[src/sv/bld_pkg.sv]
// ----------------------------------------------------------------------------
// bld_pkg
// Shared widths, register codes and types for the block-linear deswizzle
// address generator.
// ----------------------------------------------------------------------------
`default_nettype none

package bld_pkg;

  // Channel and register widths
  localparam int XY_W       = 16;
  localparam int ADDR_W     = 32;
  localparam int CFG_DATA_W = 32;
  localparam int CFG_IDX_W  = 3;
  localparam int DIM_W      = 16;
  localparam int BDL_W      = 2;
  localparam int BPE_W      = 5;
  localparam int GHL_W      = 3;

  // Internal widths, sized to the largest value each can carry
  localparam int XB_W    = XY_W + BPE_W;        // x * bpe
  localparam int WB_W    = XB_W + 1;            // row bytes, rounded up
  localparam int HR_W    = DIM_W + 1;           // rows, rounded up to a block
  localparam int GW_W    = XB_W - 6;            // GOBs per row
  localparam int ROWB_W  = XY_W - 3;            // block row index
  localparam int YMID_W  = 7;                   // GOB index inside a block
  localparam int GPROD_W = ROWB_W + GW_W;
  localparam int BMASK_W = 4;                   // block edge mask, up to 7
  localparam int RMASK_W = 11;                  // row mask, up to 1023

  // GOB geometry: 64 bytes by 8 rows, 512 bytes
  localparam int GOB_BYTES_LOG2 = 9;
  localparam int GOB_ROWS_LOG2  = 3;
  localparam int GOB_WIDE_LOG2  = 6;
  localparam logic [WB_W-1:0] LIN_ALIGN_MASK = WB_W'(31);
  localparam logic [WB_W-1:0] GOB_ALIGN_MASK = WB_W'(63);

  localparam int NUM_STAGES = 6;

  typedef enum logic [CFG_IDX_W-1:0] {
    CFG_IMAGE_WIDTH   = 3'd0,
    CFG_IMAGE_HEIGHT  = 3'd1,
    CFG_BLOCK_DIM     = 3'd2,
    CFG_BYTES_PER_EL  = 3'd3,
    CFG_LINEAR_MODE   = 3'd4,
    CFG_ROUND_PITCH   = 3'd5,
    CFG_GOB_HEIGHT    = 3'd6,
    CFG_SOURCE_SIZE   = 3'd7
  } cfg_idx_e;

  typedef struct packed {
    logic [DIM_W-1:0]  image_width;
    logic [DIM_W-1:0]  image_height;
    logic [BDL_W-1:0]  block_dim_log2;
    logic [BPE_W-1:0]  bytes_per_element;
    logic              linear_mode;
    logic              round_pitch;
    logic [GHL_W-1:0]  gob_height_log2;
    logic [ADDR_W-1:0] source_size;
  } cfg_t;

  localparam cfg_t CFG_RESET = '{
    image_width:       DIM_W'(1),
    image_height:      DIM_W'(1),
    block_dim_log2:    BDL_W'(2),
    bytes_per_element: BPE_W'(8),
    linear_mode:       1'b0,
    round_pitch:       1'b0,
    gob_height_log2:   GHL_W'(4),
    source_size:       '0
  };

  typedef struct packed {
    logic [NUM_STAGES-1:0] load;
  } pipe_ctl_t;

  // Round up to a power-of-two multiple given as mask (m - 1); zero stays zero
  function automatic logic [WB_W-1:0] round_up_mask(input logic [WB_W-1:0] v,
                                                    input logic [WB_W-1:0] mask);
    logic [WB_W-1:0] r;
    if (v == '0) begin
      r = '0;
    end else begin
      r = ((v - WB_W'(1)) | mask) + WB_W'(1);
    end
    return r;
  endfunction

endpackage

`default_nettype wire

[src/sv/bld_in_if.sv]
// ----------------------------------------------------------------------------
// bld_in_if
// Coordinate channel: one element position per transfer.
// ----------------------------------------------------------------------------
`default_nettype none

interface bld_in_if import bld_pkg::*; ();
  logic            valid;
  logic            ready;
  logic [XY_W-1:0] x_block;
  logic [XY_W-1:0] y_block;

  modport source (output valid, output x_block, output y_block, input ready);
  modport sink   (input valid, input x_block, input y_block, output ready);
endinterface

`default_nettype wire

[src/sv/bld_out_if.sv]
// ----------------------------------------------------------------------------
// bld_out_if
// Address channel: source address, destination address and copy flag.
// ----------------------------------------------------------------------------
`default_nettype none

interface bld_out_if import bld_pkg::*; ();
  logic              valid;
  logic              ready;
  logic [ADDR_W-1:0] src_addr;
  logic [ADDR_W-1:0] dst_addr;
  logic              copy_valid;

  modport source (output valid, output src_addr, output dst_addr, output copy_valid,
                  input ready);
  modport sink   (input valid, input src_addr, input dst_addr, input copy_valid,
                  output ready);
endinterface

`default_nettype wire

[src/sv/bld_cfg_regs.sv]
// ----------------------------------------------------------------------------
// bld_cfg_regs
// Configuration register file, written by index.
// ----------------------------------------------------------------------------
`default_nettype none

module bld_cfg_regs import bld_pkg::*; (
  input  logic                  clk_i,
  input  logic                  rst_ni,
  input  logic                  cfg_we_i,
  input  logic [CFG_IDX_W-1:0]  cfg_idx_i,
  input  logic [CFG_DATA_W-1:0] cfg_wdata_i,
  output cfg_t                  cfg_o
);

  cfg_t cfg_q, cfg_d;

  always_comb begin
    cfg_d = cfg_q;
    if (cfg_we_i) begin
      case (cfg_idx_e'(cfg_idx_i))
        CFG_IMAGE_WIDTH:  cfg_d.image_width       = cfg_wdata_i[DIM_W-1:0];
        CFG_IMAGE_HEIGHT: cfg_d.image_height      = cfg_wdata_i[DIM_W-1:0];
        CFG_BLOCK_DIM:    cfg_d.block_dim_log2    = cfg_wdata_i[BDL_W-1:0];
        CFG_BYTES_PER_EL: cfg_d.bytes_per_element = cfg_wdata_i[BPE_W-1:0];
        CFG_LINEAR_MODE:  cfg_d.linear_mode       = cfg_wdata_i[0];
        CFG_ROUND_PITCH:  cfg_d.round_pitch       = cfg_wdata_i[0];
        CFG_GOB_HEIGHT:   cfg_d.gob_height_log2   = cfg_wdata_i[GHL_W-1:0];
        CFG_SOURCE_SIZE:  cfg_d.source_size       = cfg_wdata_i[ADDR_W-1:0];
        default: ;
      endcase
    end
  end

  always_ff @(posedge clk_i or negedge rst_ni) begin
    if (!rst_ni) begin
      cfg_q <= CFG_RESET;
    end else begin
      cfg_q <= cfg_d;
    end
  end

  assign cfg_o = cfg_q;

endmodule

`default_nettype wire

[src/sv/bld_pipe_ctrl.sv]
// ----------------------------------------------------------------------------
// bld_pipe_ctrl
// Per-stage valid bits and load enables. A stage loads when it is empty or
// when the stage after it loads, so bubbles close up under a stall.
// ----------------------------------------------------------------------------
`default_nettype none

module bld_pipe_ctrl import bld_pkg::*; (
  input  logic      clk_i,
  input  logic      rst_ni,
  input  logic      in_valid_i,
  output logic      in_ready_o,
  output logic      out_valid_o,
  input  logic      out_ready_i,
  output pipe_ctl_t ctl_o
);

  logic [NUM_STAGES-1:0] valid_q, valid_d;
  logic [NUM_STAGES-1:0] load;

  always_comb begin
    load[NUM_STAGES-1] = !valid_q[NUM_STAGES-1] || out_ready_i;
    for (int k = NUM_STAGES - 2; k >= 0; k--) begin
      load[k] = !valid_q[k] || load[k+1];
    end
  end

  always_comb begin
    valid_d[0] = load[0] ? in_valid_i : valid_q[0];
    for (int k = 1; k < NUM_STAGES; k++) begin
      valid_d[k] = load[k] ? valid_q[k-1] : valid_q[k];
    end
  end

  always_ff @(posedge clk_i or negedge rst_ni) begin
    if (!rst_ni) begin
      valid_q <= '0;
    end else begin
      valid_q <= valid_d;
    end
  end

  assign in_ready_o   = load[0];
  assign out_valid_o  = valid_q[NUM_STAGES-1];
  assign ctl_o.load   = load;

endmodule

`default_nettype wire

[src/sv/bld_addr_dp.sv]
// ----------------------------------------------------------------------------
// bld_addr_dp
// Six-stage address datapath: block counts, row bytes, pitch and rounding,
// products, source address assembly, bounds test.
// ----------------------------------------------------------------------------
`default_nettype none

module bld_addr_dp import bld_pkg::*; (
  input  logic              clk_i,
  input  cfg_t              cfg_i,
  input  pipe_ctl_t         ctl_i,
  input  logic [XY_W-1:0]   x_block_i,
  input  logic [XY_W-1:0]   y_block_i,
  output logic [ADDR_W-1:0] src_addr_o,
  output logic [ADDR_W-1:0] dst_addr_o,
  output logic              copy_valid_o
);

  localparam int YW_W     = 2 * XY_W;
  localparam int LIN_W    = XY_W + WB_W;
  localparam int SURF_W   = WB_W + HR_W;
  localparam int DST_W    = ADDR_W + BPE_W;
  localparam int SUM_W    = DIM_W + 1;

  logic [BPE_W-1:0] bpe;
  assign bpe = cfg_i.bytes_per_element;

  // ---------------- stage 1: element counts, x bytes ----------------
  logic [BMASK_W-1:0] blk_mask;
  logic [SUM_W-1:0]   w_sum, h_sum;
  logic [DIM_W-1:0]   s1_w_q, s1_h_q;
  logic [XY_W-1:0]    s1_x_q, s1_y_q;
  logic [XB_W-1:0]    s1_xb_q;

  assign blk_mask = (BMASK_W'(1) << cfg_i.block_dim_log2) - BMASK_W'(1);
  assign w_sum    = SUM_W'(cfg_i.image_width) + SUM_W'(blk_mask);
  assign h_sum    = SUM_W'(cfg_i.image_height) + SUM_W'(blk_mask);

  always_ff @(posedge clk_i) begin
    if (ctl_i.load[0]) begin
      s1_w_q  <= DIM_W'(w_sum >> cfg_i.block_dim_log2);
      s1_h_q  <= DIM_W'(h_sum >> cfg_i.block_dim_log2);
      s1_x_q  <= x_block_i;
      s1_y_q  <= y_block_i;
      s1_xb_q <= XB_W'(x_block_i) * XB_W'(bpe);
    end
  end

  // ---------------- stage 2: row bytes, y * W ----------------
  logic [XB_W-1:0]  s2_wb_q, s2_xb_q;
  logic [YW_W-1:0]  s2_yw_q;
  logic [DIM_W-1:0] s2_h_q;
  logic [XY_W-1:0]  s2_x_q, s2_y_q;

  always_ff @(posedge clk_i) begin
    if (ctl_i.load[1]) begin
      s2_wb_q <= XB_W'(s1_w_q) * XB_W'(bpe);
      s2_yw_q <= YW_W'(s1_y_q) * YW_W'(s1_w_q);
      s2_h_q  <= s1_h_q;
      s2_x_q  <= s1_x_q;
      s2_y_q  <= s1_y_q;
      s2_xb_q <= s1_xb_q;
    end
  end

  // ---------------- stage 3: pitch, padded height, GOB split ----------------
  logic [GHL_W+1-1:0]  row_shift;
  logic [RMASK_W-1:0]  row_mask;
  logic [YMID_W-1:0]   gob_mask;
  logic [WB_W-1:0]     wb_ext, pitch_c, hr_c, gw_sum;
  logic [XY_W-1:0]     y_gob;

  logic [WB_W-1:0]     s3_pitch_q;
  logic [HR_W-1:0]     s3_hr_q;
  logic [GW_W-1:0]     s3_gw_q;
  logic [ADDR_W-1:0]   s3_dsum_q;
  logic [ROWB_W-1:0]   s3_rowb_q;
  logic [YMID_W-1:0]   s3_ymid_q;
  logic [XY_W-1:0]     s3_y_q;
  logic [XB_W-1:0]     s3_xb_q;

  assign row_shift = (GHL_W+1)'(cfg_i.gob_height_log2) + (GHL_W+1)'(GOB_ROWS_LOG2);
  assign row_mask  = (RMASK_W'(1) << row_shift) - RMASK_W'(1);
  assign gob_mask  = YMID_W'((8'd1 << cfg_i.gob_height_log2) - 8'd1);
  assign wb_ext    = WB_W'(s2_wb_q);
  assign gw_sum    = wb_ext + GOB_ALIGN_MASK;
  assign y_gob     = s2_y_q >> GOB_ROWS_LOG2;

  always_comb begin
    if (cfg_i.linear_mode) begin
      pitch_c = cfg_i.round_pitch ? round_up_mask(wb_ext, LIN_ALIGN_MASK) : wb_ext;
      hr_c    = WB_W'(s2_h_q);
    end else begin
      pitch_c = round_up_mask(wb_ext, GOB_ALIGN_MASK);
      hr_c    = round_up_mask(WB_W'(s2_h_q), WB_W'(row_mask));
    end
  end

  always_ff @(posedge clk_i) begin
    if (ctl_i.load[2]) begin
      s3_pitch_q <= pitch_c;
      s3_hr_q    <= hr_c[HR_W-1:0];
      s3_gw_q    <= gw_sum[GOB_WIDE_LOG2 +: GW_W];
      s3_dsum_q  <= s2_yw_q + ADDR_W'(s2_x_q);
      s3_rowb_q  <= ROWB_W'(s2_y_q >> row_shift);
      s3_ymid_q  <= YMID_W'(y_gob) & gob_mask;
      s3_y_q     <= s2_y_q;
      s3_xb_q    <= s2_xb_q;
    end
  end

  // ---------------- stage 4: products ----------------
  logic [LIN_W-1:0]   lin_full;
  logic [SURF_W-1:0]  surf_full;
  logic [DST_W-1:0]   dst_full;

  logic [ADDR_W-1:0]  s4_lin_q, s4_surface_q, s4_dst_q;
  logic [GPROD_W-1:0] s4_gprod_q;
  logic [YMID_W-1:0]  s4_ymid_q;
  logic [XY_W-1:0]    s4_y_q;
  logic [XB_W-1:0]    s4_xb_q;

  assign lin_full  = LIN_W'(s3_y_q) * LIN_W'(s3_pitch_q);
  assign surf_full = SURF_W'(s3_pitch_q) * SURF_W'(s3_hr_q);
  assign dst_full  = DST_W'(s3_dsum_q) * DST_W'(bpe);

  always_ff @(posedge clk_i) begin
    if (ctl_i.load[3]) begin
      s4_lin_q     <= lin_full[ADDR_W-1:0];
      s4_surface_q <= surf_full[ADDR_W-1:0];
      s4_dst_q     <= dst_full[ADDR_W-1:0];
      s4_gprod_q   <= GPROD_W'(s3_rowb_q) * GPROD_W'(s3_gw_q);
      s4_ymid_q    <= s3_ymid_q;
      s4_y_q       <= s3_y_q;
      s4_xb_q      <= s3_xb_q;
    end
  end

  // ---------------- stage 5: source address ----------------
  // Whole-GOB offset sits above bit 9+log2(bh); GOB-in-block index above
  // bit 9; the byte inside the GOB packs into the low nine bits.
  logic [GHL_W+2-1:0] blk_shift;
  logic [ADDR_W-1:0]  gob_index, blk_addr, src_c;
  logic [GOB_BYTES_LOG2-1:0] in_gob;

  logic [ADDR_W-1:0]  s5_src_q, s5_dst_q, s5_surface_q;

  assign blk_shift = (GHL_W+2)'(cfg_i.gob_height_log2) + (GHL_W+2)'(GOB_BYTES_LOG2);
  assign gob_index = ADDR_W'(s4_gprod_q) + ADDR_W'(s4_xb_q >> GOB_WIDE_LOG2);
  assign in_gob    = {s4_xb_q[5], s4_y_q[2:1], s4_xb_q[4], s4_y_q[0], s4_xb_q[3:0]};
  assign blk_addr  = (gob_index << blk_shift)
                   | (ADDR_W'(s4_ymid_q) << GOB_BYTES_LOG2)
                   | ADDR_W'(in_gob);
  assign src_c     = cfg_i.linear_mode ? (s4_lin_q + ADDR_W'(s4_xb_q)) : blk_addr;

  always_ff @(posedge clk_i) begin
    if (ctl_i.load[4]) begin
      s5_src_q     <= src_c;
      s5_dst_q     <= s4_dst_q;
      s5_surface_q <= s4_surface_q;
    end
  end

  // ---------------- stage 6: bounds test, output register ----------------
  logic [ADDR_W:0]   elem_end;
  logic [ADDR_W-1:0] s6_src_q, s6_dst_q;
  logic              s6_ok_q;

  assign elem_end = {1'b0, s5_src_q} + (ADDR_W+1)'(bpe);

  always_ff @(posedge clk_i) begin
    if (ctl_i.load[5]) begin
      s6_src_q <= s5_src_q;
      s6_dst_q <= s5_dst_q;
      s6_ok_q  <= (elem_end <= {1'b0, s5_surface_q})
               && (elem_end <= {1'b0, cfg_i.source_size});
    end
  end

  assign src_addr_o   = s6_src_q;
  assign dst_addr_o   = s6_dst_q;
  assign copy_valid_o = s6_ok_q;

endmodule

`default_nettype wire

[src/sv/block_linear_deswizzle_addr.sv]
// ----------------------------------------------------------------------------
// block_linear_deswizzle_addr
// Element address generator for block-linear (GOB) and pitch-linear
// surfaces: source address, packed destination address and copy flag.
//
//   channel  dir  handshake     payload
//   in_i     in   valid/ready   x_block, y_block
//   out_o    out  valid/ready   src_addr, dst_addr, copy_valid
//   cfg      in   cfg_we_i      cfg_idx_i, cfg_wdata_i (write only)
//
// One element per clock sustained while out_o is ready; each element passes
// through every datapath register stage (the 22x17 surface product stage sets the clock).
// Reset clears the stage valid bits and loads register defaults.
// A stall at out_o holds the last stage; earlier stages keep filling until
// each is occupied, then in_i.ready drops.
// ----------------------------------------------------------------------------
`default_nettype none

module block_linear_deswizzle_addr import bld_pkg::*; (
  input  logic                  clk_i,
  input  logic                  rst_ni,
  bld_in_if.sink                in_i,
  bld_out_if.source             out_o,
  input  logic                  cfg_we_i,
  input  logic [CFG_IDX_W-1:0]  cfg_idx_i,
  input  logic [CFG_DATA_W-1:0] cfg_wdata_i
);

  cfg_t      cfg;
  pipe_ctl_t ctl;

  bld_cfg_regs u_cfg (
    .clk_i       (clk_i),
    .rst_ni      (rst_ni),
    .cfg_we_i    (cfg_we_i),
    .cfg_idx_i   (cfg_idx_i),
    .cfg_wdata_i (cfg_wdata_i),
    .cfg_o       (cfg)
  );

  bld_pipe_ctrl u_ctrl (
    .clk_i       (clk_i),
    .rst_ni      (rst_ni),
    .in_valid_i  (in_i.valid),
    .in_ready_o  (in_i.ready),
    .out_valid_o (out_o.valid),
    .out_ready_i (out_o.ready),
    .ctl_o       (ctl)
  );

  bld_addr_dp u_dp (
    .clk_i        (clk_i),
    .cfg_i        (cfg),
    .ctl_i        (ctl),
    .x_block_i    (in_i.x_block),
    .y_block_i    (in_i.y_block),
    .src_addr_o   (out_o.src_addr),
    .dst_addr_o   (out_o.dst_addr),
    .copy_valid_o (out_o.copy_valid)
  );

endmodule

`default_nettype wire

[src/flat_wrapper.sv]
// flat-port wrapper written by rule: the top's interface ports become plain ports
module block_linear_deswizzle_addr_flat import bld_pkg::*;
  (clk_i, rst_ni, cfg_we_i, cfg_idx_i, cfg_wdata_i, in_i_valid, in_i_x_block, in_i_y_block, in_i_ready, out_o_valid, out_o_src_addr, out_o_dst_addr, out_o_copy_valid, out_o_ready);
  bld_in_if in_i_i ();
  bld_out_if out_o_i ();
  input  logic clk_i;
  input  logic rst_ni;
  input  logic cfg_we_i;
  input  logic [CFG_IDX_W-1:0] cfg_idx_i;
  input  logic [CFG_DATA_W-1:0] cfg_wdata_i;
  input wire logic [$bits(in_i_i.valid)-1:0] in_i_valid;
  input wire logic [$bits(in_i_i.x_block)-1:0] in_i_x_block;
  input wire logic [$bits(in_i_i.y_block)-1:0] in_i_y_block;
  output wire logic [$bits(in_i_i.ready)-1:0] in_i_ready;
  output wire logic [$bits(out_o_i.valid)-1:0] out_o_valid;
  output wire logic [$bits(out_o_i.src_addr)-1:0] out_o_src_addr;
  output wire logic [$bits(out_o_i.dst_addr)-1:0] out_o_dst_addr;
  output wire logic [$bits(out_o_i.copy_valid)-1:0] out_o_copy_valid;
  input wire logic [$bits(out_o_i.ready)-1:0] out_o_ready;
  assign in_i_i.valid = in_i_valid;
  assign in_i_i.x_block = in_i_x_block;
  assign in_i_i.y_block = in_i_y_block;
  assign in_i_ready = in_i_i.ready;
  assign out_o_valid = out_o_i.valid;
  assign out_o_src_addr = out_o_i.src_addr;
  assign out_o_dst_addr = out_o_i.dst_addr;
  assign out_o_copy_valid = out_o_i.copy_valid;
  assign out_o_i.ready = out_o_ready;
  block_linear_deswizzle_addr u_core (.clk_i(clk_i), .rst_ni(rst_ni), .in_i(in_i_i), .out_o(out_o_i), .cfg_we_i(cfg_we_i), .cfg_idx_i(cfg_idx_i), .cfg_wdata_i(cfg_wdata_i));
endmodule
[config.mk]
export PLATFORM = sky130hd
export DESIGN_NAME = block_linear_deswizzle_addr_flat
export DESIGN_NICKNAME = d
export VERILOG_FILES = /design/src/sv/bld_pkg.sv /design/src/sv/bld_in_if.sv /design/src/sv/bld_out_if.sv /design/src/sv/bld_cfg_regs.sv /design/src/sv/bld_pipe_ctrl.sv /design/src/sv/bld_addr_dp.sv /design/src/sv/block_linear_deswizzle_addr.sv /design/src/flat_wrapper.sv
export SDC_FILE = /design/constraint.sdc
export NUM_CORES = 2
export LEC_CHECK = 0
export ABC_CLOCK_PERIOD_IN_PS = 14860
export BUFFER_PORTS_ARGS = -buffer_cell sky130_fd_sc_hd__buf_4
export CAP_MARGIN = 20
export CELL_PAD_IN_SITES_DETAIL_PLACEMENT = 0
export CELL_PAD_IN_SITES_GLOBAL_PLACEMENT = 1
export CORE_ASPECT_RATIO = 0.9
export CORE_MARGIN = 5
export CORE_UTILIZATION = 35
export DETAILED_ROUTE_END_ITERATION = 10
export PLACE_DENSITY_LB_ADDON = 0.12
export SLEW_MARGIN = 15
export SYNTH_ARGS = -nofsm -noshare
export SYNTH_HDL_FRONTEND = slang
export SYNTH_SLANG_ARGS = --single-unit
[constraint.sdc]
create_clock -name clk_i -period 14.86 [get_ports clk_i]
set_input_delay 0.743 -clock clk_i [delete_from_list [all_inputs] [get_ports clk_i]]
set_output_delay 0.743 -clock clk_i [all_outputs]
set_load 0.05 [all_outputs]
==> flow_summary_export.csv <==
group,metric,value,unit
timing,slew_headroom,30.9,%
timing,setup_viol,0,
clock_tree,numCtsBuffers,90,
grt,grtUsageTotal,20.4,%
critical_path,worstPathMaxFanout,22,
run,cap_viol_max_count,0,
die,die_h,460,um
routing,antenna_left,0,
timing,finalClockSkew,75.1,ps
logic_synthesis,synth.avg_cell_area,10.0,um2
critical_path,critPathArrivalTime,8030,ps
timing,tightest_slew,1040,ps
clock_tree,clk_latency,750,ps
placed_design,gp_congestion,0.840,
clock_tree,cts_buffer_depth,3,
layout,final_common_cell,"inv_1",
grt,grt_max_degree,76,
logic_synthesis,synth_area,78900,um2
routing,first_iter_violations,3462,
clock_tree,cts.sinks,748,
timing,fmax,0.132,GHz
logic_synthesis,async_flop_share,11.0,%
layout,layout.nets,9545,
logic_synthesis,synth_cells,7877,
routing,route.detailed.drc,0,
clock_tree,cts_setup_buffers,0,
critical_path,worstPathRequired,15330,ps
clock_tree,h-tree-depth,3,
grt,antenna_found_initial,25,
grt,grt_remaining_overflow,0,
routing,wl,236000,um
die,die_area,235000,um2
timing,min_period,7560,ps
die,initial_core_util,35.2,%
run_status,status,"finished clean",
clock_tree,postCtsResizedCells,0,
timing,hold_viol,0,
die,die_w,510,um
placed_design,hpwlAfterDp,184000,um
clock_tree,cts.clk_slew.worst_paths,60,ps
critical_path,end_kind,"register",
timing,rsz0062_at_grt,"false",
timing,tns,0,ps
critical_path,r2r-start,"u_core.u_dp.s3_hr_q[3]$_DFFE_PP_",
critical_path,critPathKind,"reg2reg",
logic_synthesis,synth.distinct_cells,91,
routing,via_count,54200,
layout,syn2layout_area_growth,9.40,%
clock_tree,cts_hold_buf,1,
layout,drive_gt1_share,6.63,%
grt,grt_pass1_vias,57100,
die,rows,165,
logic_synthesis,yosys_most_used_dff,"edfxtp_1",
die,core_region_area,224000,um2
clock_tree,cts_root_buf,"clkbuf_16",
logic_synthesis,ys_ff_latch,748,
min_path,hp-start,"in_i_y_block[2]",
routing,avgRoutedWirePerCell,21.6,um
grt,grt_pass1_wl,364000,um
min_path,worstHoldPathType,"in2reg",
logic_synthesis,yosysWarningCount,0,
logic_synthesis,synth_edf_count,666,
layout,most-common-layout-cells,"inv_1, nand2_1, fa_1",
routing,drt_first_pass_iters,5,
timing,min_period_over_period,50.8,%
critical_path,start_kind,"register",
placed_design,portBuffers,138,
clock_tree,cts_tree,"yes",
logic_synthesis,synth.yosys.seq_area_share,28.0,%
timing,drv_slew,0,
routing,vias_per_cell,4.96,
die,pin_count,139,
critical_path,worstSetupStartpoint,"u_core.u_dp.s3_hr_q[3]$_DFFE_PP_",
## synth_stat cells (14+ instances only)
cell type / number / area [um2]
o22ai_1: 20 / 125
nand4_1: 35 / 219
xor2_1: 98 / 858
inv_1: 1278 / 4800
a21oi_1: 247 / 1240
o21bai_1: 22 / 165
xnor2_1: 259 / 2270
mux2i_1: 52 / 521
and3_1: 52 / 325
edfxtp_1: 666 / 20000
or3_1: 28 / 175
nand2_1: 1074 / 4030
fa_1: 1055 / 21100
nor2b_1: 52 / 325
nand2b_1: 37 / 231
nor3_1: 111 / 556
buf_1: 14 / 52.6
a211oi_1: 35 / 263
a31oi_1: 32 / 200
and2_1: 647 / 4050
ha_1: 572 / 7160
dfrtp_1: 77 / 1930
nor2_1: 260 / 976
mux2_2: 91 / 1020
nand3_1: 118 / 591
or2_2: 14 / 87.6
o31ai_1: 22 / 165
o211ai_1: 18 / 135
a21o_1: 108 / 811
o21a_1: 36 / 270
clkbuf_1: 324 / 1220
o21ai_0: 214 / 1070
## cell type report
type | instances | area [um2]
clock buffers | 99 | 2350
multi-input cells | 5509 | 50800
clock inverters | 69 | 865
fillers | 22300 | 138000
inverters | 1280 | 4810
flip-flops and latches | 748 | 22100
repair buffers | 217 | 1640
diodes | 5 | 12.5
well taps | 3006 | 3760
## layer usage
layer / GRT usage, % / vias up / routed length (um) / share of wire, %
met1: 29.2 / 27600 / 111000 / 47
met5: 0 / - / 12 / 0.0051
met3: 3.06 / 213 / 11700 / 5.0
met4: 4.06 / 2 / 4920 / 2.1
met2: 32.8 / 1084 / 108000 / 46
li1: - / 25300 / - / -
## kinds of logic (layout without fill, tap and decap cells)
logic type | count (synthesis) | after routing | synth area share [%]
and+or+nand+nor | 2482 | 2482 | 15.2
adders and majority gates | 1627 | 1627 | 35.8
buffers and inverters | 1621 | 1665 | 7.72
AOI/OAI and AO/OA | 896 | 896 | 7.25
DFF | 748 | 748 | 28.0
xor gates and xnor gates | 357 | 357 | 3.96
muxes | 145 | 145 | 2.02
other | 1 | 7 | 0.00475
## metrics by stage
| step | util, % | hold WS (ps) | setup slack (ps) | instance area (um2) | cells |
|---|---|---|---|---|---|
| after floorplan | - | 400 | 5550 | 78900 | 7878 |
| after global placement | 37.0 | 401 | 7320 | 83100 | 10800 |
| after detailed placement | 37.0 | 405 | 7290 | 83100 | 10800 |
| after CTS | 38.5 | 78.1 | 7270 | 86300 | 10900 |
| after global routing | 38.5 | 91.2 | 6960 | 86300 | 10900 |
| final | 38.5 | 157 | 7300 | 86300 | 10900 |
## registers in the layout, summed over array words and instances, names as in the netlist, 17 cells and up
signal	count
u_core.u_dp.s2_wb_q	21
u_core.u_dp.s4_gprod_q	28
u_core.u_dp.s3_xb_q	21
u_core.u_dp.s3_dsum_q	32
u_core.u_dp.s3_hr_q	17
u_core.u_dp.s4_xb_q	21
u_core.u_dp.s2_yw_q	32
u_core.u_dp.s1_xb_q	21
u_core.u_dp.s4_lin_q	32
u_core.u_cfg.cfg_o	76
u_core.u_dp.s4_dst_q	32
u_core.u_dp.s5_dst_q	32
u_core.u_dp.src_addr_o	32
u_core.u_dp.dst_addr_o	32
u_core.u_dp.s5_surface_q	32
u_core.u_dp.s5_src_q	32
u_core.u_dp.s4_surface_q	32
u_core.u_dp.s2_xb_q	21
u_core.u_dp.s3_pitch_q	22
## worst max-delay path: stages, from the launching register on
cell      delay (ps)
edfxtp_1         960
nand2_1          180
fa_1             540
fa_1             600
fa_1             450
fa_1             550
inv_1             50
fa_1             470
inv_1             50
fa_1             480
inv_1             40
ha_1             320
o21ai_0          170
nor2_1            70
or2_2            310
o21a_1           230
o41ai_1          560
o31ai_1          230
or2_2            330
a41o_1           260
a21o_1           180
a21oi_1          160
xnor2_1           90
## path summary, 6_finish.rpt
| check | cells past startpoint | slack, ps | to |
|---|---|---|---|
| min | 1 | 160 | u_core.u_dp.s1_y_q[2]$_DFFE_PP_ |
| max in group asynchronous | 3 | 12980 | u_core.u_cfg.cfg_o[36]$_DFFE_PN0P_ |
| min reg2reg | 0 | 410 | u_core.u_dp.s5_dst_q[21]$_DFFE_PP_ |
| max reg2reg | 22 | 7300 | u_core.u_dp.s4_surface_q[26]$_DFFE_PP_ |
| min in group asynchronous | 2 | 500 | u_core.u_cfg.cfg_o[13]$_DFFE_PN0P_ |
| max | 22 | 7300 | u_core.u_dp.s4_surface_q[26]$_DFFE_PP_ |
Power is not shown: default switching activity piles up to over one toggle a cycle in this logic, so the estimate is an artifact.
